<file path="config.mk">
export PLATFORM = sky130hd
export DESIGN_NAME = fuzzy_pd_controller_core_flat
export DESIGN_NICKNAME = d
export VERILOG_FILES = /design/src/hdl/fpd_pkg.sv /design/src/hdl/fpd_in_if.sv /design/src/hdl/fpd_out_if.sv /design/src/hdl/fpd_regs.sv /design/src/hdl/fpd_div.sv /design/src/hdl/fuzzy_pd_controller_core.sv /design/src/flat_wrapper.sv
export SDC_FILE = /design/constraint.sdc
export NUM_CORES = 2
export LEC_CHECK = 0
export BUFFER_PORTS_ARGS = -buffer_cell sky130_fd_sc_hd__buf_2
export CELL_PAD_IN_SITES_DETAIL_PLACEMENT = 0
export CELL_PAD_IN_SITES_GLOBAL_PLACEMENT = 1
export CORE_MARGIN = 10
export CORE_UTILIZATION = 35
export DETAILED_ROUTE_END_ITERATION = 16
export MAX_ROUTING_LAYER = met4
export PLACE_DENSITY = 0.7
export SETUP_SLACK_MARGIN = 0.05
export SLEW_MARGIN = 0
export SYNTH_ARGS = -nofsm -noshare
export SYNTH_HDL_FRONTEND = slang
export SYNTH_SLANG_ARGS = --single-unit
export TNS_END_PERCENT = 100
</file>
<file path="constraint.sdc">
create_clock -name clk -period 9.45 [get_ports clk]
set_input_delay 1.4175 -clock clk [delete_from_list [all_inputs] [get_ports clk]]
set_output_delay 1.4175 -clock clk [all_outputs]
set_load 0.05 [all_outputs]
</file>
<file path="src/hdl/fpd_pkg.sv">
// Shared types and constants of the fuzzy PD controller.
// No dependencies; every other file depends on this package.
package fpd_pkg;

    localparam int DATA_W  = 16;
    localparam int FRAC_W  = 8;
    localparam int DVD_W   = 28;
    localparam int DVS_W   = 16;
    localparam int GRADE_W = FRAC_W + 1;
    localparam int DEN_W   = 12;
    localparam int CFG_W   = 64;
    localparam int IDX_W   = 4;
    localparam int REG_CNT = 8;

    localparam logic [3:0] REG_CHG_CEN = 4'd3;
    localparam logic [3:0] REG_CHG_WID = 4'd4;

    localparam logic [GRADE_W-1:0] ONE_Q = GRADE_W'(1 << FRAC_W);
    localparam logic signed [DATA_W-1:0] DMAX = 16'sh7fff;
    localparam logic signed [DATA_W-1:0] DMIN = -16'sh8000;

    typedef logic [DATA_W-1:0] q_t;

    typedef struct packed {
        q_t                  ref_val;
        q_t                  err_scale;
        q_t                  chg_scale;
        q_t                  out_gain;
        q_t [3:0]            e_cen;
        q_t [3:0]            e_wid;
        q_t [2:0]            c_cen;
        q_t [2:0]            c_wid;
        q_t [2:0][3:0]       wgt;
    } cfg_t;

    typedef struct packed {
        logic             start;
        logic [DVD_W-1:0] dividend;
        logic [DVS_W-1:0] divisor;
    } div_req_t;

    typedef struct packed {
        logic             done;
        logic [DVD_W-1:0] quotient;
    } div_rsp_t;

    typedef enum logic [3:0] {
        S_IDLE,
        S_SCALE,
        S_GRADE,
        S_DIV_WAIT,
        S_STR_MUL,
        S_STR_ACC1,
        S_STR_ACC2,
        S_AVG,
        S_GAIN,
        S_CALC,
        S_FIN
    } state_t;

    typedef enum logic [1:0] {
        JOB_SCALE,
        JOB_GRADE,
        JOB_AVG
    } job_t;

endpackage

</file>
<file path="src/hdl/fpd_in_if.sv">
// Input channel of the fuzzy PD controller: one sample per item.
// Depends on fpd_pkg.
interface fpd_in_if;
    logic                         valid;
    logic                         ready;
    logic signed [fpd_pkg::DATA_W-1:0] sample;

    modport source (output valid, output sample, input ready);
    modport sink   (input valid, input sample, output ready);
endinterface

</file>
<file path="src/hdl/fpd_out_if.sv">
// Output channel of the fuzzy PD controller: drive and status flags.
// Depends on fpd_pkg.
interface fpd_out_if;
    logic                         valid;
    logic                         ready;
    logic signed [fpd_pkg::DATA_W-1:0] drive;
    logic                         no_rule_fired;
    logic                         saturated;

    modport source (output valid, output drive, output no_rule_fired, output saturated,
                    input ready);
    modport sink   (input valid, input drive, input no_rule_fired, input saturated,
                    output ready);
endinterface

</file>
<file path="src/hdl/fpd_regs.sv">
// Configuration register file of the fuzzy PD controller.
// Depends on fpd_pkg; unpacks the eight registers into fields.
module fpd_regs (
    input  logic                        clk,
    input  logic                        rst_n,
    input  logic                        cfg_we,
    input  logic [fpd_pkg::IDX_W-1:0]   cfg_index,
    input  logic [fpd_pkg::CFG_W-1:0]   cfg_data,
    output fpd_pkg::cfg_t               cfg
);
    import fpd_pkg::*;

    logic [CFG_W-1:0] regs_reg [REG_CNT];

    always_ff @(posedge clk or negedge rst_n)
    begin
        if (!rst_n)
        begin
            for (int i = 0; i < REG_CNT; i++)
            begin
                regs_reg[i] <= '0;
            end
        end
        else if (cfg_we && !cfg_index[IDX_W-1])
        begin
            // change sets hold three fields only
            if (cfg_index == REG_CHG_CEN || cfg_index == REG_CHG_WID)
            begin
                regs_reg[cfg_index[IDX_W-2:0]] <= {16'd0, cfg_data[47:0]};
            end
            else
            begin
                regs_reg[cfg_index[IDX_W-2:0]] <= cfg_data;
            end
        end
    end

    assign cfg.ref_val   = regs_reg[0][15:0];
    assign cfg.err_scale = regs_reg[0][31:16];
    assign cfg.chg_scale = regs_reg[0][47:32];
    assign cfg.out_gain  = regs_reg[0][63:48];
    assign cfg.e_cen     = regs_reg[1];
    assign cfg.e_wid     = regs_reg[2];
    assign cfg.c_cen     = regs_reg[3][47:0];
    assign cfg.c_wid     = regs_reg[4][47:0];
    assign cfg.wgt[0]    = regs_reg[5];
    assign cfg.wgt[1]    = regs_reg[6];
    assign cfg.wgt[2]    = regs_reg[7];

endmodule

</file>
<file path="src/hdl/fpd_div.sv">
// Shared restoring divider: one quotient bit per cycle on magnitudes.
// Depends on fpd_pkg; the divisor must be nonzero.
module fpd_div (
    input  logic              clk,
    input  logic              rst_n,
    input  fpd_pkg::div_req_t req,
    output fpd_pkg::div_rsp_t rsp
);
    import fpd_pkg::*;

    logic                 busy_reg;
    logic [4:0]           cnt_reg;
    logic [DVD_W-1:0]     dvd_reg;
    logic [DVD_W-1:0]     q_reg;
    logic [DVS_W-1:0]     rem_reg;
    logic [DVS_W-1:0]     dvs_reg;
    logic                 done_reg;
    logic [DVS_W:0]       trial;
    logic                 fits;

    assign trial = {rem_reg, dvd_reg[DVD_W-1]};
    assign fits  = trial >= {1'b0, dvs_reg};

    always_ff @(posedge clk or negedge rst_n)
    begin
        if (!rst_n)
        begin
            busy_reg <= 1'b0;
            done_reg <= 1'b0;
            cnt_reg  <= '0;
        end
        else
        begin
            done_reg <= 1'b0;
            if (req.start)
            begin
                busy_reg <= 1'b1;
                cnt_reg  <= 5'(DVD_W - 1);
            end
            else if (busy_reg)
            begin
                cnt_reg <= cnt_reg - 5'd1;
                if (cnt_reg == '0)
                begin
                    busy_reg <= 1'b0;
                    done_reg <= 1'b1;
                end
            end
        end
    end

    always_ff @(posedge clk)
    begin
        if (req.start)
        begin
            dvd_reg <= req.dividend;
            dvs_reg <= req.divisor;
            rem_reg <= '0;
            q_reg   <= '0;
        end
        else if (busy_reg)
        begin
            dvd_reg <= {dvd_reg[DVD_W-2:0], 1'b0};
            q_reg   <= {q_reg[DVD_W-2:0], fits};
            rem_reg <= fits ? DVS_W'(trial - {1'b0, dvs_reg}) : trial[DVS_W-1:0];
        end
    end

    assign rsp.done     = done_reg;
    assign rsp.quotient = q_reg;

endmodule

</file>
<file path="src/hdl/fuzzy_pd_controller_core.sv">
// Top level of the fuzzy PD controller: sequencer, shared multiplier,
// config registers (fpd_regs) and shared divider (fpd_div). Depends on fpd_pkg.
//
// One sample in, one result out. Each item runs through ten divisions on the
// shared 28-step divider (two scalings, seven grades, one weighted average)
// and twenty-five multiplies on the shared 18x18 multiplier (two for each of
// the twelve rules, one to apply the gain). The sequencer accepts, scales,
// grades, evaluates the rules, averages, applies the gain, saturates and hands
// off, in that order. A zero scale gain or a set with a full width below 2
// skips its division; no rule firing skips the average. The input is ready only
// while the sequencer is idle; a finished result waits in the output register
// while the next sample is accepted.
module fuzzy_pd_controller_core (
    input  logic                      clk,
    input  logic                      rst_n,
    fpd_in_if.sink                    in_ch,
    fpd_out_if.source                 out_ch,
    input  logic                      cfg_we,
    input  logic [fpd_pkg::IDX_W-1:0] cfg_index,
    input  logic [fpd_pkg::CFG_W-1:0] cfg_data
);
    import fpd_pkg::*;

    cfg_t     cfg;
    div_req_t div_req;
    div_rsp_t div_rsp;

    fpd_regs u_regs (
        .clk       (clk),
        .rst_n     (rst_n),
        .cfg_we    (cfg_we),
        .cfg_index (cfg_index),
        .cfg_data  (cfg_data),
        .cfg       (cfg)
    );

    fpd_div u_div (
        .clk   (clk),
        .rst_n (rst_n),
        .req   (div_req),
        .rsp   (div_rsp)
    );

    state_t                     state_reg, state_next;
    job_t                       job_reg, job_next;
    logic [IDX_W-1:0]           idx_reg, idx_next;
    logic                       neg_reg, neg_next;
    logic signed [16:0]         err_reg, err_next;
    logic signed [17:0]         chg_reg, chg_next;
    logic signed [16:0]         prev_reg, prev_next;
    logic signed [DATA_W-1:0]   x1_reg, x1_next;
    logic signed [DATA_W-1:0]   x2_reg, x2_next;
    logic [GRADE_W-1:0]         m_reg [7];
    logic [GRADE_W-1:0]         m_next [7];
    logic signed [35:0]         prod_reg, prod_next;
    logic [DEN_W-1:0]           den_reg, den_next;
    logic signed [DVD_W-1:0]    num_reg, num_next;
    logic signed [16:0]         avg_reg, avg_next;
    logic signed [DATA_W-1:0]   res_drive_reg, res_drive_next;
    logic                       res_none_reg, res_none_next;
    logic                       res_sat_reg, res_sat_next;
    logic                       ovalid_reg, ovalid_next;
    logic signed [DATA_W-1:0]   odrive_reg, odrive_next;
    logic                       onone_reg, onone_next;
    logic                       osat_reg, osat_next;

    always_ff @(posedge clk or negedge rst_n)
    begin
        if (!rst_n)
        begin
            state_reg  <= S_IDLE;
            prev_reg   <= '0;
            ovalid_reg <= 1'b0;
        end
        else
        begin
            state_reg  <= state_next;
            prev_reg   <= prev_next;
            ovalid_reg <= ovalid_next;
        end
    end

    always_ff @(posedge clk)
    begin
        job_reg       <= job_next;
        idx_reg       <= idx_next;
        neg_reg       <= neg_next;
        err_reg       <= err_next;
        chg_reg       <= chg_next;
        x1_reg        <= x1_next;
        x2_reg        <= x2_next;
        m_reg         <= m_next;
        prod_reg      <= prod_next;
        den_reg       <= den_next;
        num_reg       <= num_next;
        avg_reg       <= avg_next;
        res_drive_reg <= res_drive_next;
        res_none_reg  <= res_none_next;
        res_sat_reg   <= res_sat_next;
        odrive_reg    <= odrive_next;
        onone_reg     <= onone_next;
        osat_reg      <= osat_next;
    end

    logic signed [17:0]       mul_a, mul_b;
    logic signed [35:0]       mul_p;
    logic signed [17:0]       sc_a;
    logic signed [DATA_W-1:0] sc_k;
    logic [17:0]              sc_mag;
    logic signed [DATA_W-1:0] sc_sat;
    logic signed [DATA_W-1:0] gx, gc, gw;
    logic signed [16:0]       gdiff;
    logic [15:0]              gd;
    logic [GRADE_W-1:0]       s_val;
    logic [DVD_W-1:0]         num_mag;
    logic [35:0]              p_mag;
    logic [27:0]              p_sh;
    logic [DVD_W-1:0]         q;
    logic                     out_free;

    assign q        = div_rsp.quotient;
    assign out_free = !ovalid_reg || out_ch.ready;

    // the one multiplier, operands picked by the sequencer
    assign mul_p = mul_a * mul_b;

    always_comb
    begin
        state_next     = state_reg;
        job_next       = job_reg;
        idx_next       = idx_reg;
        neg_next       = neg_reg;
        err_next       = err_reg;
        chg_next       = chg_reg;
        prev_next      = prev_reg;
        x1_next        = x1_reg;
        x2_next        = x2_reg;
        m_next         = m_reg;
        prod_next      = prod_reg;
        den_next       = den_reg;
        num_next       = num_reg;
        avg_next       = avg_reg;
        res_drive_next = res_drive_reg;
        res_none_next  = res_none_reg;
        res_sat_next   = res_sat_reg;
        ovalid_next    = ovalid_reg;
        odrive_next    = odrive_reg;
        onone_next     = onone_reg;
        osat_next      = osat_reg;
        div_req        = '0;
        mul_a          = '0;
        mul_b          = '0;
        in_ch.ready    = 1'b0;

        sc_a   = (idx_reg == '0) ? 18'(err_reg) : chg_reg;
        sc_k   = (idx_reg == '0) ? $signed(cfg.err_scale) : $signed(cfg.chg_scale);
        sc_mag = sc_a[17] ? 18'(-sc_a) : 18'(sc_a);

        if (neg_reg)
        begin
            sc_sat = (q > DVD_W'(32768)) ? DMIN : DATA_W'(-q);
        end
        else
        begin
            sc_sat = (q > DVD_W'(32767)) ? DMAX : DATA_W'(q);
        end

        if (idx_reg < 4'd4)
        begin
            gx = x1_reg;
            gc = $signed(cfg.e_cen[idx_reg[1:0]]);
            gw = $signed(cfg.e_wid[idx_reg[1:0]]);
        end
        else
        begin
            gx = x2_reg;
            gc = $signed(cfg.c_cen[idx_reg[1:0]]);
            gw = $signed(cfg.c_wid[idx_reg[1:0]]);
        end
        gdiff = 17'(gx) - 17'(gc);
        gd    = gdiff[16] ? 16'(-gdiff) : 16'(gdiff);

        s_val   = prod_reg[16:8];
        num_mag = num_reg[DVD_W-1] ? DVD_W'(-num_reg) : DVD_W'(num_reg);
        p_mag   = prod_reg[35] ? 36'(-prod_reg) : 36'(prod_reg);
        p_sh    = p_mag[35:8];

        if (out_ch.ready)
        begin
            ovalid_next = 1'b0;
        end

        unique case (state_reg)
            S_IDLE:
            begin
                in_ch.ready = 1'b1;
                if (in_ch.valid)
                begin
                    err_next  = 17'(in_ch.sample) - 17'($signed(cfg.ref_val));
                    chg_next  = 18'(err_next) - 18'(prev_reg);
                    prev_next = err_next;
                    idx_next  = '0;
                    state_next = S_SCALE;
                end
            end
            S_SCALE:
            begin
                if (sc_k == '0)
                begin
                    // zero gain: saturate toward the sign of the dividend, or give zero if it is zero
                    if (sc_a == '0)
                    begin
                        sc_sat = '0;
                    end
                    else
                    begin
                        sc_sat = sc_a[17] ? DMIN : DMAX;
                    end
                    if (idx_reg == '0)
                    begin
                        x1_next  = sc_sat;
                        idx_next = 4'd1;
                    end
                    else
                    begin
                        x2_next    = sc_sat;
                        idx_next   = '0;
                        state_next = S_GRADE;
                    end
                end
                else
                begin
                    div_req.start    = 1'b1;
                    div_req.dividend = DVD_W'({sc_mag, 8'd0});
                    div_req.divisor  = sc_k[15] ? DVS_W'(-sc_k) : DVS_W'(sc_k);
                    neg_next         = sc_a[17] ^ sc_k[15];
                    job_next         = JOB_SCALE;
                    state_next       = S_DIV_WAIT;
                end
            end
            S_GRADE:
            begin
                if (gw < 16'sd2)
                begin
                    m_next[idx_reg[2:0]] = '0;
                    if (idx_reg == 4'd6)
                    begin
                        idx_next   = '0;
                        state_next = S_STR_MUL;
                    end
                    else
                    begin
                        idx_next = idx_reg + 4'd1;
                    end
                end
                else
                begin
                    div_req.start    = 1'b1;
                    div_req.dividend = DVD_W'({gd, 8'd0});
                    div_req.divisor  = DVS_W'(gw >>> 1);
                    job_next         = JOB_GRADE;
                    state_next       = S_DIV_WAIT;
                end
            end
            S_DIV_WAIT:
            begin
                if (div_rsp.done)
                begin
                    case (job_reg)
                        JOB_SCALE:
                        begin
                            if (idx_reg == '0)
                            begin
                                x1_next    = sc_sat;
                                idx_next   = 4'd1;
                                state_next = S_SCALE;
                            end
                            else
                            begin
                                x2_next    = sc_sat;
                                idx_next   = '0;
                                state_next = S_GRADE;
                            end
                        end
                        JOB_GRADE:
                        begin
                            m_next[idx_reg[2:0]] = (q >= DVD_W'(ONE_Q)) ? '0
                                                   : GRADE_W'(ONE_Q - q[GRADE_W-1:0]);
                            if (idx_reg == 4'd6)
                            begin
                                idx_next   = '0;
                                den_next   = '0;
                                num_next   = '0;
                                state_next = S_STR_MUL;
                            end
                            else
                            begin
                                idx_next   = idx_reg + 4'd1;
                                state_next = S_GRADE;
                            end
                        end
                        default:
                        begin
                            avg_next   = neg_reg ? 17'(-q) : 17'(q);
                            state_next = S_GAIN;
                        end
                    endcase
                end
            end
            S_STR_MUL:
            begin
                if (idx_reg == '0)
                begin
                    den_next = '0;
                    num_next = '0;
                end
                mul_a      = 18'(m_reg[{1'b0, idx_reg[1:0]}]);
                mul_b      = 18'(m_reg[3'd4 + {1'b0, idx_reg[3:2]}]);
                prod_next  = mul_p;
                state_next = S_STR_ACC1;
            end
            S_STR_ACC1:
            begin
                den_next   = den_reg + DEN_W'(s_val);
                mul_a      = 18'(s_val);
                mul_b      = 18'($signed(cfg.wgt[idx_reg[3:2]][idx_reg[1:0]]));
                prod_next  = mul_p;
                state_next = S_STR_ACC2;
            end
            S_STR_ACC2:
            begin
                num_next = num_reg + DVD_W'(prod_reg);
                if (idx_reg == 4'd11)
                begin
                    state_next = S_AVG;
                end
                else
                begin
                    idx_next   = idx_reg + 4'd1;
                    state_next = S_STR_MUL;
                end
            end
            S_AVG:
            begin
                if (den_reg == '0)
                begin
                    res_drive_next = '0;
                    res_none_next  = 1'b1;
                    res_sat_next   = 1'b0;
                    state_next     = S_FIN;
                end
                else
                begin
                    div_req.start    = 1'b1;
                    div_req.dividend = num_mag;
                    div_req.divisor  = DVS_W'(den_reg);
                    neg_next         = num_reg[DVD_W-1];
                    job_next         = JOB_AVG;
                    state_next       = S_DIV_WAIT;
                end
            end
            S_GAIN:
            begin
                mul_a      = 18'($signed(cfg.out_gain));
                mul_b      = 18'(avg_reg);
                prod_next  = mul_p;
                state_next = S_CALC;
            end
            S_CALC:
            begin
                res_none_next = 1'b0;
                if (prod_reg[35])
                begin
                    res_sat_next   = p_sh > 28'd32768;
                    res_drive_next = res_sat_next ? DMIN : DATA_W'(-p_sh);
                end
                else
                begin
                    res_sat_next   = p_sh > 28'd32767;
                    res_drive_next = res_sat_next ? DMAX : DATA_W'(p_sh);
                end
                state_next = S_FIN;
            end
            S_FIN:
            begin
                // hold until the output register is free
                if (out_free)
                begin
                    ovalid_next = 1'b1;
                    odrive_next = res_drive_reg;
                    onone_next  = res_none_reg;
                    osat_next   = res_sat_reg;
                    state_next  = S_IDLE;
                end
            end
            default:
            begin
                state_next = S_IDLE;
            end
        endcase
    end

    assign out_ch.valid         = ovalid_reg;
    assign out_ch.drive         = odrive_reg;
    assign out_ch.no_rule_fired = onone_reg;
    assign out_ch.saturated     = osat_reg;

endmodule
</file>
<file path="src/flat_wrapper.sv">
// flat-port wrapper written by rule: the top's interface ports become plain ports
module fuzzy_pd_controller_core_flat import fpd_pkg::*;
  (clk, rst_n, cfg_we, cfg_index, cfg_data, in_ch_valid, in_ch_sample, in_ch_ready, out_ch_valid, out_ch_drive, out_ch_no_rule_fired, out_ch_saturated, out_ch_ready);
  fpd_in_if in_ch_i ();
  fpd_out_if out_ch_i ();
  input  logic clk;
  input  logic rst_n;
  input  logic cfg_we;
  input  logic [fpd_pkg::IDX_W-1:0] cfg_index;
  input  logic [fpd_pkg::CFG_W-1:0] cfg_data;
  input wire logic [$bits(in_ch_i.valid)-1:0] in_ch_valid;
  input wire logic [$bits(in_ch_i.sample)-1:0] in_ch_sample;
  output wire logic [$bits(in_ch_i.ready)-1:0] in_ch_ready;
  output wire logic [$bits(out_ch_i.valid)-1:0] out_ch_valid;
  output wire logic [$bits(out_ch_i.drive)-1:0] out_ch_drive;
  output wire logic [$bits(out_ch_i.no_rule_fired)-1:0] out_ch_no_rule_fired;
  output wire logic [$bits(out_ch_i.saturated)-1:0] out_ch_saturated;
  input wire logic [$bits(out_ch_i.ready)-1:0] out_ch_ready;
  assign in_ch_i.valid = in_ch_valid;
  assign in_ch_i.sample = in_ch_sample;
  assign in_ch_ready = in_ch_i.ready;
  assign out_ch_valid = out_ch_i.valid;
  assign out_ch_drive = out_ch_i.drive;
  assign out_ch_no_rule_fired = out_ch_i.no_rule_fired;
  assign out_ch_saturated = out_ch_i.saturated;
  assign out_ch_i.ready = out_ch_ready;
  fuzzy_pd_controller_core u_core (.clk(clk), .rst_n(rst_n), .in_ch(in_ch_i), .out_ch(out_ch_i), .cfg_we(cfg_we), .cfg_index(cfg_index), .cfg_data(cfg_data));
endmodule
</file>
==> reports/qor.csv <==
stage,metric,value,unit
synthesis,number of flops mapped to enable cells by yosys,310,
routing,met2 WL post-DR,81050,microns
global_route,global-route wire length before repair,262700,microns
worst_setup_path,crit path kind,flip-flop to flip-flop,
global_route,GR Overflow Total,0,
final_layout,FF+latch area,22750,sq um
synthesis,Mapped Cells,5653,
sta,Max Slew Vio Count,0,
sta,clk_skew,0.06894,ns
routing,final WL,171800,microns
clock_tree,clock tree sinks,856,
routing,Routed met1 length,77900,microns
clock_tree,clk buf depth,3,
die,FP Rows,147,
sta,setup TNS,0,ns
synthesis,Mapped Nets,6259,
synthesis,Synth top area share,0.2234,
power,Worst VDD drop,0.2210,mV
worst_setup_path,CP max FO,16,
worst_hold_path,worst hold endpoint,u_core.out_ch.drive[13]$_DFFE_PP_,
worst_hold_path,Hold Path Origin,u_core.res_drive_reg[13]$_SDFFCE_PN0P_,
power,LEAKAGE,27.80,nW
clock_tree,clk_lat worst skew,0.73,ns
die,top-level I/O count,109,
power,Switching Fraction,0.4149,
global_route,pin count of the biggest net entering global routing,169,
placed_design,IO Port Bufs,108,
run_status,status,"complete, no violations",
clock_tree,CTS Hold Bufs,0,
run,MaxCap Viol Count,0,
power,post-layout total power,18.45,mW
die,Die Wd,420.8,microns
synthesis,"area leader, netlist",dfrtp_1,
clock_tree,clk root buf,clkbuf_16,
sta,Final Hold Viols,0,
synthesis,Async SR Flop Fraction,0.5864,
final_layout,Fill cells,15770,
final_layout,footprint of the multi-input gates,30500,sq um
power,Gate power share,0.469,
synthesis,Yosys reg bits,856,
routing,via count,41810,
worst_setup_path,Top delay family on crit path,adder cells,
routing,ANT nets after route,0,
clock_tree,TritonCTS clock tree,done,
clock_tree,total CTS buffers,96,
routing,Highest Signal Layer,met4,
routing,drt pass-1 iters,5,
final_layout,Largest register FFs,473,
worst_setup_path,worst reg-to-reg setup slack,0.46,ns
sta,fin crit share,0.9511,
worst_setup_path,R2R cell count,28,
final_layout,Final nets,6311,
worst_setup_path,RR Endpoint,u_core.prod_reg[34]$_DFFE_PN_,
die,die height,420.8,microns
worst_setup_path,Critical R2R Launch,u_core.idx_reg[2]$_SDFFCE_PN0P_,
global_route,vias in the first global route,41500,
clock_tree,"Reg clk slew, reported paths",0.06,ns
sta,f_max,111.3,MHz
placed_design,DP HPWL,126800,microns
routing,DRC,0,
sta,Max transition margin,0.1070,
global_route,antenna violations before repair,8,
routing,WL met3,8385,microns
synthesis,sequential area share after synthesis,0.4046,
clock_tree,H-tree levels,3,
synthesis,Syn. warnings,0,
synthesis,Synth area leaders,"dfrtp_1 (22%), edfxtp_1 (17%), fa_1 (11%)",
power,Switch Pwr,7.654,mW
die,die area,177100,sq um
synthesis,mapped cell area,56230,sq um
worst_setup_path,Worst EP required,9.88,ns
worst_setup_path,critical path arrival,9.42,ns
placed_design,routability cong.,0.9124,
sta,final setup fails,0,
worst_setup_path,Startpoint Class,flip-flop,
sta,setup repair after global routing missed its margin,false,
final_layout,Area growth syn-to-layout,12.00,%
worst_setup_path,CP dominant cell by count,fa_1,
final_layout,most frequent cells in the layout,"nand2_1 (969), inv_1 (533), dfrtp_1 (501), nor2_1 (366), fa_1 (313)",
final_layout,"Cell Count, Final, Fillers Out",7950,
sta,worst slew pin tran,1.322,ns
synthesis,syn avg cell area,9.947,sq um
worst_hold_path,Worst Hold Depth,0,
die,starting density of the core,0.3510,
die,core area,160200,sq um
synthesis,Main synth FF type,dfrtp_1,
worst_setup_path,Setup crit end kind,flip-flop,
power,Flop pwr share,0.313,
worst_setup_path,max incr delay on CP,0.57,ns
sta,crit path time final,8.988,ns
final_layout,"commonest non-fill, non-tap cell in the layout",nand2_1,
worst_setup_path,Buf/Inv on CP,7,
power,P_int,10.79,mW
routing,average wire per standard cell,21.61,microns
global_route,gr usage total,0.1983,
power,Clock power frac,0.219,
placed_design,Post-Place Cells,7759,
synthesis,library cells used by synthesis,93,
final_layout,layout cells sized above 1,0.1406,
power,Pwr Density,292.9,nW/um^2
worst_hold_path,worst min path class,flip-flop to flip-flop,
routing,Vias/cell,5.259,
routing,drt first-iter violations,3207,
worst_setup_path,CP max stage cell,fa_1,
final cells by class:
cell class                      count  area share
Clock buffer                      135     0.04436
Sequential cell                   856      0.3613
Multi-Input combinational cell   3984      0.4843
Inverter                          537     0.03206
Clock inverter                     42     0.01017
Tap cell                         2160     0.04291
Antenna cell                        6   0.0002384
Timing Repair Buffer              230     0.02467
worst max-delay path by stage:
stage / start / endpoint / depth (start not counted) / slack [ns]
2_1_floorplan: u_core.idx_reg[2]$_SDFFCE_PN0P_ / u_core.prod_reg[34]$_DFFE_PN_ / 29 / 0.53
3_3_place_gp: u_core.idx_reg[0]$_SDFFCE_PN0P_ / u_core.prod_reg[34]$_DFFE_PN_ / 26 / 0.29
3_5_place_dp: u_core.idx_reg[2]$_SDFFCE_PN0P_ / u_core.prod_reg[34]$_DFFE_PN_ / 27 / 0.20
4_1_cts: u_core.idx_reg[2]$_SDFFCE_PN0P_ / u_core.prod_reg[34]$_DFFE_PN_ / 27 / 0.14
5_1_grt: u_core.idx_reg[2]$_SDFFCE_PN0P_ / u_core.prod_reg[34]$_DFFE_PN_ / 28 / 0.07
6_report: u_core.idx_reg[2]$_SDFFCE_PN0P_ / u_core.prod_reg[34]$_DFFE_PN_ / 28 / 0.46
kinds of logic after synthesis:
logic type,Yosys count,synth area share
mux,498,0.1041
xor+xnor,191,0.02975
compound gates,990,0.1097
simple gates,1788,0.1399
buf+inv,813,0.05516
fa+ha+maj,517,0.1568
flops,856,0.4046
per-layer routing:
metal / track usage / vias up
li1: - / 19430
met3: 0.02476 / 191
met1: 0.2664 / 21200
met2: 0.3150 / 993
met5: - / -
met4: 0.05576 / 0
synth_stat cells (71+ instances only):
| cell type | instances |
|---|---|
| mux2i_1 | 153 |
| edfxtp_1 | 310 |
| xnor2_1 | 120 |
| ha_1 | 204 |
| dfrtp_1 | 502 |
| nor2_1 | 370 |
| o21ai_0 | 293 |
| clkbuf_1 | 214 |
| mux2_2 | 306 |
| nand2_1 | 972 |
| nor3_1 | 88 |
| fa_1 | 313 |
| a21oi_1 | 268 |
| inv_1 | 533 |
| xor2_1 | 71 |
stage by stage:
stage	hold WS, ns	util	setup WS [ns]	cell area (sq um)
final	0.4162	0.3932	0.4618	62980
after detailed placement	0.4057	0.3711	0.1985	59450
after global placement	0.4065	0.3711	0.2909	59450
after CTS	0.4188	0.3925	0.1428	62880
after floorplan	0.4003	-	0.5317	56230
after global routing	0.4268	0.3931	0.06951	62970
power by group through the flow:
stage	Combinational, mW	Clock (mW)	Sequential, mW
final	8.64	4.03	5.77
after global routing	9.50	4.25	5.87
after CTS	8.59	4.11	5.76
after detailed placement	8.55	0	5.83
after global placement	8.45	0	5.81
after floorplan	6.04	0	5.57
what timing repair did:
item,in CTS,in global routing
gates resized for setup,0,4
setup buffers,0,8
endpoints found under the setup margin,0,5
hold endpoints to repair,0,0
(Power assumes the default switching activity.)
